==> src/hw/rtl/assert_macros.svh <==
// Assertion helpers shared by the RTL modules.
`ifndef ASSERT_MACROS_SVH
`define ASSERT_MACROS_SVH

// Condition must never be true.
`define ASSERT_NEVER(name, clk, rst_n, expr) \
	name: assert property (@(posedge clk) disable iff (!rst_n) !(expr)) \
		else $error("assertion failed: forbidden condition seen");

// Antecedent implies consequent in the same cycle.
`define ASSERT_IMPLIES(name, clk, rst_n, ante, cons) \
	name: assert property (@(posedge clk) disable iff (!rst_n) (ante) |-> (cons)) \
		else $error("assertion failed: same-cycle implication");

// Antecedent implies consequent in the next cycle.
`define ASSERT_NEXT(name, clk, rst_n, ante, cons) \
	name: assert property (@(posedge clk) disable iff (!rst_n) (ante) |=> (cons)) \
		else $error("assertion failed: next-cycle implication");

`endif

==> src/hw/rtl/cctok_pkg.sv <==
// ----------------------------------------------------------------------------
// cctok_pkg
// Types, codes and tables shared by the character class word tokenizer.
// ----------------------------------------------------------------------------
`default_nettype none

package cctok_pkg;

	localparam int POS_W       = 16;
	localparam int QDEPTH      = 4;
	localparam int QADDR_W     = $clog2(QDEPTH);
	localparam int QCNT_W      = QADDR_W + 1;
	localparam int NUM_STATES  = 4;
	localparam int NUM_CLASSES = 4;
	localparam int NUM_RES     = 4;

	localparam logic [7:0] CH_TAB        = 8'd9;
	localparam logic [7:0] CH_SPACE      = 8'd32;
	localparam logic [7:0] CH_ZERO       = 8'd48;
	localparam logic [7:0] CH_NINE       = 8'd57;
	localparam logic [7:0] CH_SEMI       = 8'd59;
	localparam logic [7:0] CH_UPPER_A    = 8'd65;
	localparam logic [7:0] CH_UPPER_Z    = 8'd90;
	localparam logic [7:0] CH_UNDERSCORE = 8'd95;
	localparam logic [7:0] CH_LOWER_A    = 8'd97;
	localparam logic [7:0] CH_LOWER_Z    = 8'd122;

	localparam logic RK_SPAN      = 1'b0;
	localparam logic RK_BLOCK_END = 1'b1;

	// result slots of one job, in output order
	localparam int RES_EMIT     = 0;
	localparam int RES_SEMI     = 1;
	localparam int RES_FIN_SPAN = 2;
	localparam int RES_FIN_END  = 3;

	typedef enum logic [1:0] {
		ST_BLANK = 2'd0,
		ST_ALPHA = 2'd1,
		ST_OTHER = 2'd2,
		ST_DIGIT = 2'd3
	} scan_state_t;

	typedef enum logic [1:0] {
		CL_OTHER = 2'd0,
		CL_BLANK = 2'd1,
		CL_ALPHA = 2'd2,
		CL_DIGIT = 2'd3
	} char_class_t;

	typedef enum logic [1:0] {
		FX_NONE = 2'd0,
		FX_EMIT = 2'd1,
		FX_MARK = 2'd2
	} effect_t;

	typedef struct packed {
		effect_t     fx;
		scan_state_t nxt;
	} step_t;

	typedef struct packed {
		logic [7:0] char_code;
		logic       end_of_string;
	} in_item_t;

	typedef struct packed {
		logic             record_kind;
		logic [POS_W-1:0] span_begin;
		logic [POS_W-1:0] span_end;
		logic             last_of_run;
	} out_item_t;

	typedef struct packed {
		logic             emit;
		logic [POS_W-1:0] emit_begin;
		logic [POS_W-1:0] emit_end;
		logic             semi;
		logic             fin;
		logic [POS_W-1:0] fin_begin;
		logic [POS_W-1:0] fin_end;
	} job_t;

	localparam step_t STEP_TABLE [NUM_STATES][NUM_CLASSES] = '{
		'{'{FX_MARK, ST_BLANK}, '{FX_NONE, ST_BLANK}, '{FX_MARK, ST_ALPHA}, '{FX_MARK, ST_DIGIT}},
		'{'{FX_EMIT, ST_OTHER}, '{FX_EMIT, ST_BLANK}, '{FX_NONE, ST_ALPHA}, '{FX_EMIT, ST_DIGIT}},
		'{'{FX_NONE, ST_OTHER}, '{FX_EMIT, ST_BLANK}, '{FX_EMIT, ST_ALPHA}, '{FX_EMIT, ST_DIGIT}},
		'{'{FX_EMIT, ST_OTHER}, '{FX_EMIT, ST_BLANK}, '{FX_EMIT, ST_ALPHA}, '{FX_NONE, ST_DIGIT}}
	};

	function automatic char_class_t classify(logic [7:0] c);
		char_class_t cl;
		cl = CL_OTHER;
		if (c == CH_TAB || c == CH_SPACE) begin
			cl = CL_BLANK;
		end else if ((c >= CH_ZERO && c <= CH_NINE) || c == CH_UNDERSCORE) begin
			cl = CL_DIGIT;
		end else if ((c >= CH_UPPER_A && c <= CH_UPPER_Z) ||
		             (c >= CH_LOWER_A && c <= CH_LOWER_Z)) begin
			cl = CL_ALPHA;
		end
		return cl;
	endfunction

endpackage

`default_nettype wire

==> src/hw/rtl/cctok_front.sv <==
// ----------------------------------------------------------------------------
// cctok_front
// Accepts characters, classifies them, steps the scan state and, for a
// character that causes results, queues a job describing them.
// ----------------------------------------------------------------------------
`default_nettype none

module cctok_front (
	input  wire logic               clk,
	input  wire logic               arst_n,
	input  wire logic               in_valid,
	output logic                    in_ready,
	input  wire cctok_pkg::in_item_t in_data,
	input  wire logic               q_full,
	output logic                    q_push,
	output cctok_pkg::job_t         q_job
);
	import cctok_pkg::*;

	scan_state_t      scan_q;
	logic [POS_W-1:0] begin_q;
	logic [POS_W-1:0] pos_q;

	char_class_t      cls;
	step_t            step;
	logic             accept;
	logic             is_semi;
	logic             emit;
	logic [POS_W-1:0] begin_next;

	assign in_ready = !q_full;
	assign accept   = in_valid && in_ready;
	assign cls      = classify(in_data.char_code);
	assign step     = STEP_TABLE[scan_q][cls];
	assign is_semi  = (in_data.char_code == CH_SEMI);
	assign emit     = (step.fx == FX_EMIT);

	always_comb begin
		unique case (step.fx)
			FX_EMIT, FX_MARK: begin
				begin_next = pos_q;
			end
			default: begin
				begin_next = begin_q;
			end
		endcase
	end

	always_comb begin
		q_job.emit       = emit;
		q_job.emit_begin = begin_q;
		q_job.emit_end   = pos_q - POS_W'(1);
		q_job.semi       = is_semi;
		q_job.fin        = in_data.end_of_string && !is_semi;
		q_job.fin_begin  = begin_next;
		q_job.fin_end    = pos_q;
	end

	assign q_push = accept && (emit || is_semi || in_data.end_of_string);

	always_ff @(posedge clk or negedge arst_n) begin
		if (!arst_n) begin
			scan_q  <= ST_BLANK;
			begin_q <= '0;
			pos_q   <= '0;
		end else if (accept) begin
			if (in_data.end_of_string) begin
				scan_q  <= ST_BLANK;
				begin_q <= '0;
				pos_q   <= '0;
			end else begin
				scan_q  <= step.nxt;
				begin_q <= begin_next;
				pos_q   <= pos_q + POS_W'(1);
			end
		end
	end

endmodule

`default_nettype wire

==> src/hw/rtl/cctok_fifo.sv <==
// ----------------------------------------------------------------------------
// cctok_fifo
// Short job queue between the front and the back end.
// ----------------------------------------------------------------------------
`default_nettype none

`include "assert_macros.svh"

module cctok_fifo (
	input  wire logic            clk,
	input  wire logic            arst_n,
	input  wire logic            push,
	input  wire cctok_pkg::job_t wr_job,
	input  wire logic            pop,
	output cctok_pkg::job_t      head,
	output logic                 full,
	output logic                 empty
);
	import cctok_pkg::*;

	job_t               mem_q [QDEPTH];
	logic [QADDR_W-1:0] wr_ptr_q;
	logic [QADDR_W-1:0] rd_ptr_q;
	logic [QCNT_W-1:0]  cnt_q;

	assign full  = (cnt_q == QCNT_W'(QDEPTH));
	assign empty = (cnt_q == '0);
	assign head  = mem_q[rd_ptr_q];

	always_ff @(posedge clk) begin
		if (push) begin
			mem_q[wr_ptr_q] <= wr_job;
		end
	end

	always_ff @(posedge clk or negedge arst_n) begin
		if (!arst_n) begin
			wr_ptr_q <= '0;
			rd_ptr_q <= '0;
			cnt_q    <= '0;
		end else begin
			if (push) begin
				wr_ptr_q <= wr_ptr_q + QADDR_W'(1);
			end
			if (pop) begin
				rd_ptr_q <= rd_ptr_q + QADDR_W'(1);
			end
			unique case ({push, pop})
				2'b10:   cnt_q <= cnt_q + QCNT_W'(1);
				2'b01:   cnt_q <= cnt_q - QCNT_W'(1);
				default: cnt_q <= cnt_q;
			endcase
		end
	end

	`ASSERT_NEVER(a_no_push_full, clk, arst_n, push && full)
	`ASSERT_NEVER(a_no_pop_empty, clk, arst_n, pop && empty)
	`ASSERT_NEVER(a_cnt_range, clk, arst_n, cnt_q > QCNT_W'(QDEPTH))

endmodule

`default_nettype wire

==> src/hw/rtl/cctok_back.sv <==
// ----------------------------------------------------------------------------
// cctok_back
// Walks the job at the queue head and sends its results one per cycle
// through the output register while out_ready is high.
// ----------------------------------------------------------------------------
`default_nettype none

`include "assert_macros.svh"

module cctok_back (
	input  wire logic            clk,
	input  wire logic            arst_n,
	input  wire logic            q_empty,
	input  wire cctok_pkg::job_t q_head,
	output logic                 q_pop,
	output logic                 out_valid,
	input  wire logic            out_ready,
	output cctok_pkg::out_item_t out_data
);
	import cctok_pkg::*;

	logic [NUM_RES-1:0] sent_q;
	logic               out_valid_q;
	out_item_t          out_q;

	logic [NUM_RES-1:0] need;
	logic [NUM_RES-1:0] remaining;
	logic [NUM_RES-1:0] pick;
	logic               last;
	logic               load;
	logic               take;
	out_item_t          res;

	always_comb begin
		need               = '0;
		need[RES_EMIT]     = q_head.emit;
		need[RES_SEMI]     = q_head.semi;
		need[RES_FIN_SPAN] = q_head.fin;
		need[RES_FIN_END]  = q_head.fin;
	end

	assign remaining = need & ~sent_q;
	assign pick      = remaining & (~remaining + NUM_RES'(1));
	assign last      = ((remaining & ~pick) == '0);
	assign load      = !out_valid_q || out_ready;
	assign take      = load && !q_empty;
	assign q_pop     = take && last;

	always_comb begin
		res.record_kind = RK_BLOCK_END;
		res.span_begin  = '0;
		res.span_end    = '0;
		res.last_of_run = last;
		priority if (remaining[RES_EMIT]) begin
			res.record_kind = RK_SPAN;
			res.span_begin  = q_head.emit_begin;
			res.span_end    = q_head.emit_end;
		end else if (remaining[RES_SEMI]) begin
			res.record_kind = RK_BLOCK_END;
		end else if (remaining[RES_FIN_SPAN]) begin
			res.record_kind = RK_SPAN;
			res.span_begin  = q_head.fin_begin;
			res.span_end    = q_head.fin_end;
		end else begin
			res.record_kind = RK_BLOCK_END;
		end
	end

	always_ff @(posedge clk or negedge arst_n) begin
		if (!arst_n) begin
			out_valid_q <= 1'b0;
			sent_q      <= '0;
		end else if (take) begin
			out_valid_q <= 1'b1;
			sent_q      <= last ? '0 : (sent_q | pick);
		end else if (out_ready) begin
			out_valid_q <= 1'b0;
		end
	end

	always_ff @(posedge clk) begin
		if (take) begin
			out_q <= res;
		end
	end

	assign out_valid = out_valid_q;
	assign out_data  = out_q;

	`ASSERT_IMPLIES(a_take_has_work, clk, arst_n, take, remaining != '0)
	`ASSERT_IMPLIES(a_sent_in_need, clk, arst_n, !q_empty, (sent_q & ~need) == '0)
	`ASSERT_NEXT(a_partial_holds, clk, arst_n, take && !last, sent_q != '0 && !q_empty)

endmodule

`default_nettype wire

==> src/hw/rtl/char_class_word_tokenizer.sv <==
// ----------------------------------------------------------------------------
// char_class_word_tokenizer
// Table-driven word tokenizer: classifies one character per transaction and
// emits token spans and block-end records.
// ----------------------------------------------------------------------------
// Usage:
//   in_*  : one character per transaction (char_code, end_of_string).
//   out_* : result records (record_kind, span_begin, span_end, last_of_run);
//           a character yields zero to three records, the last one flagged.
//   Records pass through the job queue, then the output register. The
//   front takes one character per cycle while the queue is not full; the
//   back sends one record per cycle while out_ready is high, so a character
//   with several records holds the output longer. A four-entry job queue
//   absorbs the difference; characters with no record never enter it.
//   in_ready drops only while the job queue is full, which happens when the
//   receiver stalls out_ready or records arrive faster than one per cycle.
//   The output register keeps its record while out_ready is low.
//   Reset clears scan state, token begin, position, queue and output valid;
//   the block accepts characters as soon as reset is released.
//   After an end-of-string character the scan state returns to its reset
//   value.
// ----------------------------------------------------------------------------
`default_nettype none

module char_class_word_tokenizer (
	input  wire logic                 clk,
	input  wire logic                 arst_n,
	input  wire logic                 in_valid,
	output logic                      in_ready,
	input  wire cctok_pkg::in_item_t  in_data,
	output logic                      out_valid,
	input  wire logic                 out_ready,
	output cctok_pkg::out_item_t      out_data
);
	import cctok_pkg::*;

	job_t wr_job;
	job_t head;
	logic push;
	logic pop;
	logic full;
	logic empty;

	cctok_front u_front (
		.clk      (clk),
		.arst_n   (arst_n),
		.in_valid (in_valid),
		.in_ready (in_ready),
		.in_data  (in_data),
		.q_full   (full),
		.q_push   (push),
		.q_job    (wr_job)
	);

	cctok_fifo u_fifo (
		.clk    (clk),
		.arst_n (arst_n),
		.push   (push),
		.wr_job (wr_job),
		.pop    (pop),
		.head   (head),
		.full   (full),
		.empty  (empty)
	);

	cctok_back u_back (
		.clk       (clk),
		.arst_n    (arst_n),
		.q_empty   (empty),
		.q_head    (head),
		.q_pop     (pop),
		.out_valid (out_valid),
		.out_ready (out_ready),
		.out_data  (out_data)
	);

endmodule

`default_nettype wire

==> config.mk <==
export PLATFORM = sky130hd
export DESIGN_NAME = char_class_word_tokenizer
export DESIGN_NICKNAME = d
export VERILOG_FILES = /design/src/hw/rtl/cctok_pkg.sv /design/src/hw/rtl/cctok_front.sv /design/src/hw/rtl/cctok_fifo.sv /design/src/hw/rtl/cctok_back.sv /design/src/hw/rtl/char_class_word_tokenizer.sv
export VERILOG_INCLUDE_DIRS = /design/src /design/src/hw/rtl
export SDC_FILE = /design/constraint.sdc
export NUM_CORES = 1
export LEC_CHECK = 0
export ABC_CLOCK_PERIOD_IN_PS = 9920
export BUFFER_PORTS_ARGS = -buffer_cell sky130_fd_sc_hd__buf_2
export CELL_PAD_IN_SITES_DETAIL_PLACEMENT = 1
export CELL_PAD_IN_SITES_GLOBAL_PLACEMENT = 2
export CORE_UTILIZATION = 40
export DETAILED_ROUTE_END_ITERATION = 7
export HOLD_SLACK_MARGIN = 0.05
export PLACE_DENSITY_LB_ADDON = 0.1
export SYNTH_ARGS = -nofsm -noshare
export SYNTH_HDL_FRONTEND = slang
export SYNTH_SLANG_ARGS = --single-unit
==> constraint.sdc <==
create_clock -name clk -period 9.92 [get_ports clk]
set_input_delay 0.992 -clock clk [delete_from_list [all_inputs] [get_ports clk]]
set_output_delay 0.992 -clock clk [all_outputs]
set_load 0.01 [all_outputs]
==> impl_summary.md <==
Outcome
The run finished with clean final reports.

Clock tree
The insertion delay to the later sink of the worst-skew pair is 0.52 ns. Post-CTS repair changed the size of 0 cells. Clock tree synthesis found a total of roughly 350 sinks. The clock transition time at the flip-flop clock pins of the worst setup and hold paths is ~0.060 ns. Buffers added to address setup during post-CTS repair amount to 0. The number of CTS-inserted buffers is 39. The clock tree from TritonCTS is yes. The number of levels in the clock H-tree is 2.

The hold-fix buffer count after cts is 0. The clock root buffer is clkbuf_16. The clock passes through at most 3 buffers.

Critical path
The worst register-to-register path begins at u_fifo.rd_ptr_q[1]$_DFFE_PN0P_. The count of cells along the worst register-to-register path is 11. The most critical setup path has its endpoint at u_fifo.cnt_q[2]$_DFFE_PN0P_.

The worst register-to-register path ends at u_fifo.cnt_q[2]$_DFFE_PN0P_. STA puts the critical path data arrival time at 4.69 ns. The setup slack of the most critical reg-to-reg path is 5.66 ns.

The startpoint type of the worst setup path is a register. The cell with the largest stage delay on the worst path is dfrtp_2. The critical path capture point type is a register. The critical path goes through buf_4, mux2i_1, o22a_1, maj3_2, a31o_1, ha_1, inv_1, fa_1, xor2_1, nor2_1, xor2_1. Tracing the worst setup path back leads to its startpoint at u_fifo.rd_ptr_q[1]$_DFFE_PN0P_.

The maximum fanout encountered on the critical timing path is 40. The worst setup path is of the register to register kind. The largest single stage delay on the critical path is 0.95 ns. STA puts the critical path data required time at about 10 ns.

By instance count, the cell type seen most on the critical path is xor2_1.

Timing
Setup repair after global routing left no endpoint under its margin. The transition time at the pin with the least slew margin is approximately 1.1 ns. Setup slack on the critical path of the routed design comes to between 5 and 6 ns. Setup violations remaining at the end of the flow were counted as 0. The shortest clock period the worst path allows after layout is 4.26 ns.

The share of the cycle needed by the critical path after routing is 0.429. In this run the tightest slew margin relative to its limit is 0.245. The total negative slack for setup checks is 0 ns.

The max-slew violation total from the final report is 0. The final setup skew is 0.0181 ns. The hold slack is just over 0.5 ns.

The number of hold-slack violations in the final timing report is 0. The maximum clock rate is 235 MHz.

Floorplanning
The width of the chip is 190 µm. For this configuration, the core starts out at a cell density of 0.407. The core outline area is ~35000 µm². Pin placement for this block handled 49 I/O pins. The die is about 190 µm tall. The die covers between 30000 and 40000 µm².

The count of standard-cell rows is just under 70.

Route
The detailed-routing iteration count for the pre-antenna-repair pass is 4. In this run the remaining antenna-violating nets after routing total 0. In the routed design, unresolved DRC markers number 0.

The routed design has 30600 µm of wire. Dividing the detail-routed wire length by the instance count gives around 23 µm. Summing over every cut layer, the via total after detailed routing is slightly above 7000. In the routed layout, each cell is associated on average with a via count of between 5 and 6. The number of violations reported at the end of detailed-routing iteration 0 is around 360.

Synthesis
Of the total synthesized cell area, the portion taken by AND, OR, NAND and NOR gates is 0.0571. Yosys attributes the largest share of cell area to edfxtp_1 (64%), mux4_2 (10%), dfrtp_1 (8.2%), a22o_1 (2.0%), nand2_1 (1.7%). For this run, the register share of the synthesized area comes to 0.726.

Of all flip-flops after synthesis, the portion carrying an async set or reset was 0.132. The post-synthesis mux area share is 0.123. The post-synth net total is about 810.

The fraction of the mapped netlist area in compound gates is 0.0461. The mean instance size in the synthesized netlist is 17.8 µm². Of the total synthesized cell area, the portion taken by XOR and XNOR cells is 0.0162. The netlist area before placement is between 10000 and 15000 µm². The most used flip-flop cell after synthesis is edfxtp_1. Of the total synthesized cell area, the portion taken by full adders, half adders and majority gates is 0.0102. The flip-flop and latch count after synthesis is 348. The cell count after synthesis is between 700 and 800. The Yosys warning count is 0. The count of distinct cell types in the synthesized netlist is 61. The count of flip-flops with a built-in enable after synthesis is 302. The dominant combinational cell family by area after synthesis is multiplexers. The top cell type by total area after synthesis is edfxtp_1.

The share of synthesized area in the top cell type comes to 0.644.

Place
The pre-CTS setup slack is roughly 5.2 ns. The placed wire-length estimate is 17300 µm. Buffers placed on the I/O ports in this run total 48. Routability-driven placement finished with a final weighted congestion of ~0.76.

Final layout
The repair_antennas step left the layout with diodes totalling 0. Once layout is complete, the utilization of the core stands at 0.463. The library cells used most frequently in the layout, excluding fill and tap cells, are edfxtp_1 (302), mux4_2 (65), nand2_1 (63), buf_2 (48), dfrtp_1 (44). Leaving out fill and tap cells, the most frequent cell in the layout is edfxtp_1.

The synthesis-to-finish area growth is 13.8%. The area of the multi-input gates is 3590 µm². Across the whole layout, storage elements account for 10200 µm². Of the cells placed in the final design, the portion with a size suffix greater than 1 is 0.243. The final layout contains 866 nets.

Fill cells in the final layout number between 3000 and 4000.

Global routing
The global-route congestion overflow total is 0. The global-route wire length before repair is approximately 47000 µm. In the global route stage, overall resource usage came out at 0.175. Entering global routing, the biggest net connects 68 pins.

The number of global-route vias before repair was roughly 7900. The number of antenna violations at the first check in global routing is 0.

Power
The standby leakage power is 5.59 nW. Dividing total power by cell area gives a power density of 303 nW/µm². IR analysis of the VDD net gives a maximum drop of 0.000346 V.

Run
The number of max-capacitance violations reported is 0.

Min path
The worst hold path class is register to register.
==> logic make-up (layout without fill, tap and decap cells) <==
logic type | count (synthesis) | count (layout)
buf+inv | 67 | 150
xor+xnor | 26 | 26
mux | 90 | 90
compound gates | 94 | 94
simple gates | 154 | 154
fa+ha+maj | 11 | 11
flops | 348 | 348
==> registers in the layout, summed over array words and instances (netlist names) <==
register,count
u_fifo.mem_q,268
u_front.pos_q,16
u_back.out_valid,1
u_back.sent_q,4
u_fifo.cnt_q,3
u_fifo.rd_ptr_q,2
u_front.scan_q,2
u_back.out_data,34
u_fifo.wr_ptr_q,2
u_front.begin_q,16
==> worst max-delay path: cells and delay by family (launching register included) <==
kind	cells	cell delay, ns
compound gates	2	0.61
buf+inv	2	0.75
xor+xnor	2	0.34
fa+ha+maj	3	0.84
mux	1	0.54
simple gates	1	0.12
flops	1	0.95
==> cells in the mapped netlist (2+ instances only) <==
master / number
o21ai_0: 32
buf_4: 3
nand2b_1: 5
xor2_1: 15
clkbuf_1: 25
nor4_2: 2
nand4_1: 2
and3_1: 3
inv_1: 20
xnor2_1: 11
and4_1: 3
a22o_1: 32
mux2i_1: 10
a32o_1: 2
a21oi_1: 10
nor4_1: 2
nor3_1: 7
or3_1: 6
dfrtp_1: 46
nor3_2: 2
edfxtp_1: 302
nor3b_1: 3
or2_2: 4
nor2_1: 25
mux4_2: 65
nand3_1: 8
a31oi_1: 3
buf_6: 2
and2_1: 5
nor2b_1: 2
ha_1: 9
nand2_1: 63
o22ai_1: 3
buf_2: 16
o31ai_1: 2
mux2_2: 15
==> report_power, final <==
part	internal [mW]	total (mW)	switching [mW]
Sequential	1.98	2.15	0.169
Clock	0.839	1.39	0.553
Combinational	0.569	1.31	0.741
==> final cells by class <==
class	instances	share of cell area
sequential	348	0.639
multi-input combinational	375	0.224
clock buffer	53	0.0675
tap	455	0.0356
timing repair buffer	58	0.0197
clock inverter	18	0.00961
inverter	21	0.00492
==> worst min path at each step <==
stage,start,to,cells past startpoint
floorplan,u_fifo.cnt_q[2]$_DFFE_PN0P_,u_fifo.cnt_q[2]$_DFFE_PN0P_,1
global placement,u_fifo.cnt_q[2]$_DFFE_PN0P_,u_fifo.cnt_q[2]$_DFFE_PN0P_,1
detailed placement,u_back.sent_q[2]$_DFFE_PN0P_,u_back.sent_q[2]$_DFFE_PN0P_,1
CTS,u_back.sent_q[2]$_DFFE_PN0P_,u_back.sent_q[2]$_DFFE_PN0P_,1
global route,u_fifo.cnt_q[2]$_DFFE_PN0P_,u_fifo.cnt_q[2]$_DFFE_PN0P_,1
finish,u_back.sent_q[2]$_DFFE_PN0P_,u_back.sent_q[2]$_DFFE_PN0P_,1
==> per-layer routing <==
layer	GRT usage	routed length, µm	vias to the layer above	share of wire
met5	0	0	-	0
met4	0.0496	720	0	0.024
met3	0.0258	906	50	0.030
met2	0.303	15600	108	0.51
met1	0.228	13400	3783	0.44
li1	-	-	3211	-
==> per-stage QoR <==
| stage | std cells | cell area [µm²] | power, mW |
|---|---|---|---|
| 2_1_floorplan | 790 | 14100 | 3.07 |
| 3_3_place_gp | 1257 | 14800 | 3.47 |
| 3_5_place_dp | 1257 | 14800 | 3.53 |
| 4_1_cts | 1328 | 16000 | 4.94 |
| 5_1_grt | 1328 | 16000 | 5.09 |
| 6_report | 1328 | 16000 | 4.85 |
No activity file was read; power rests on OpenSTA's default activity.
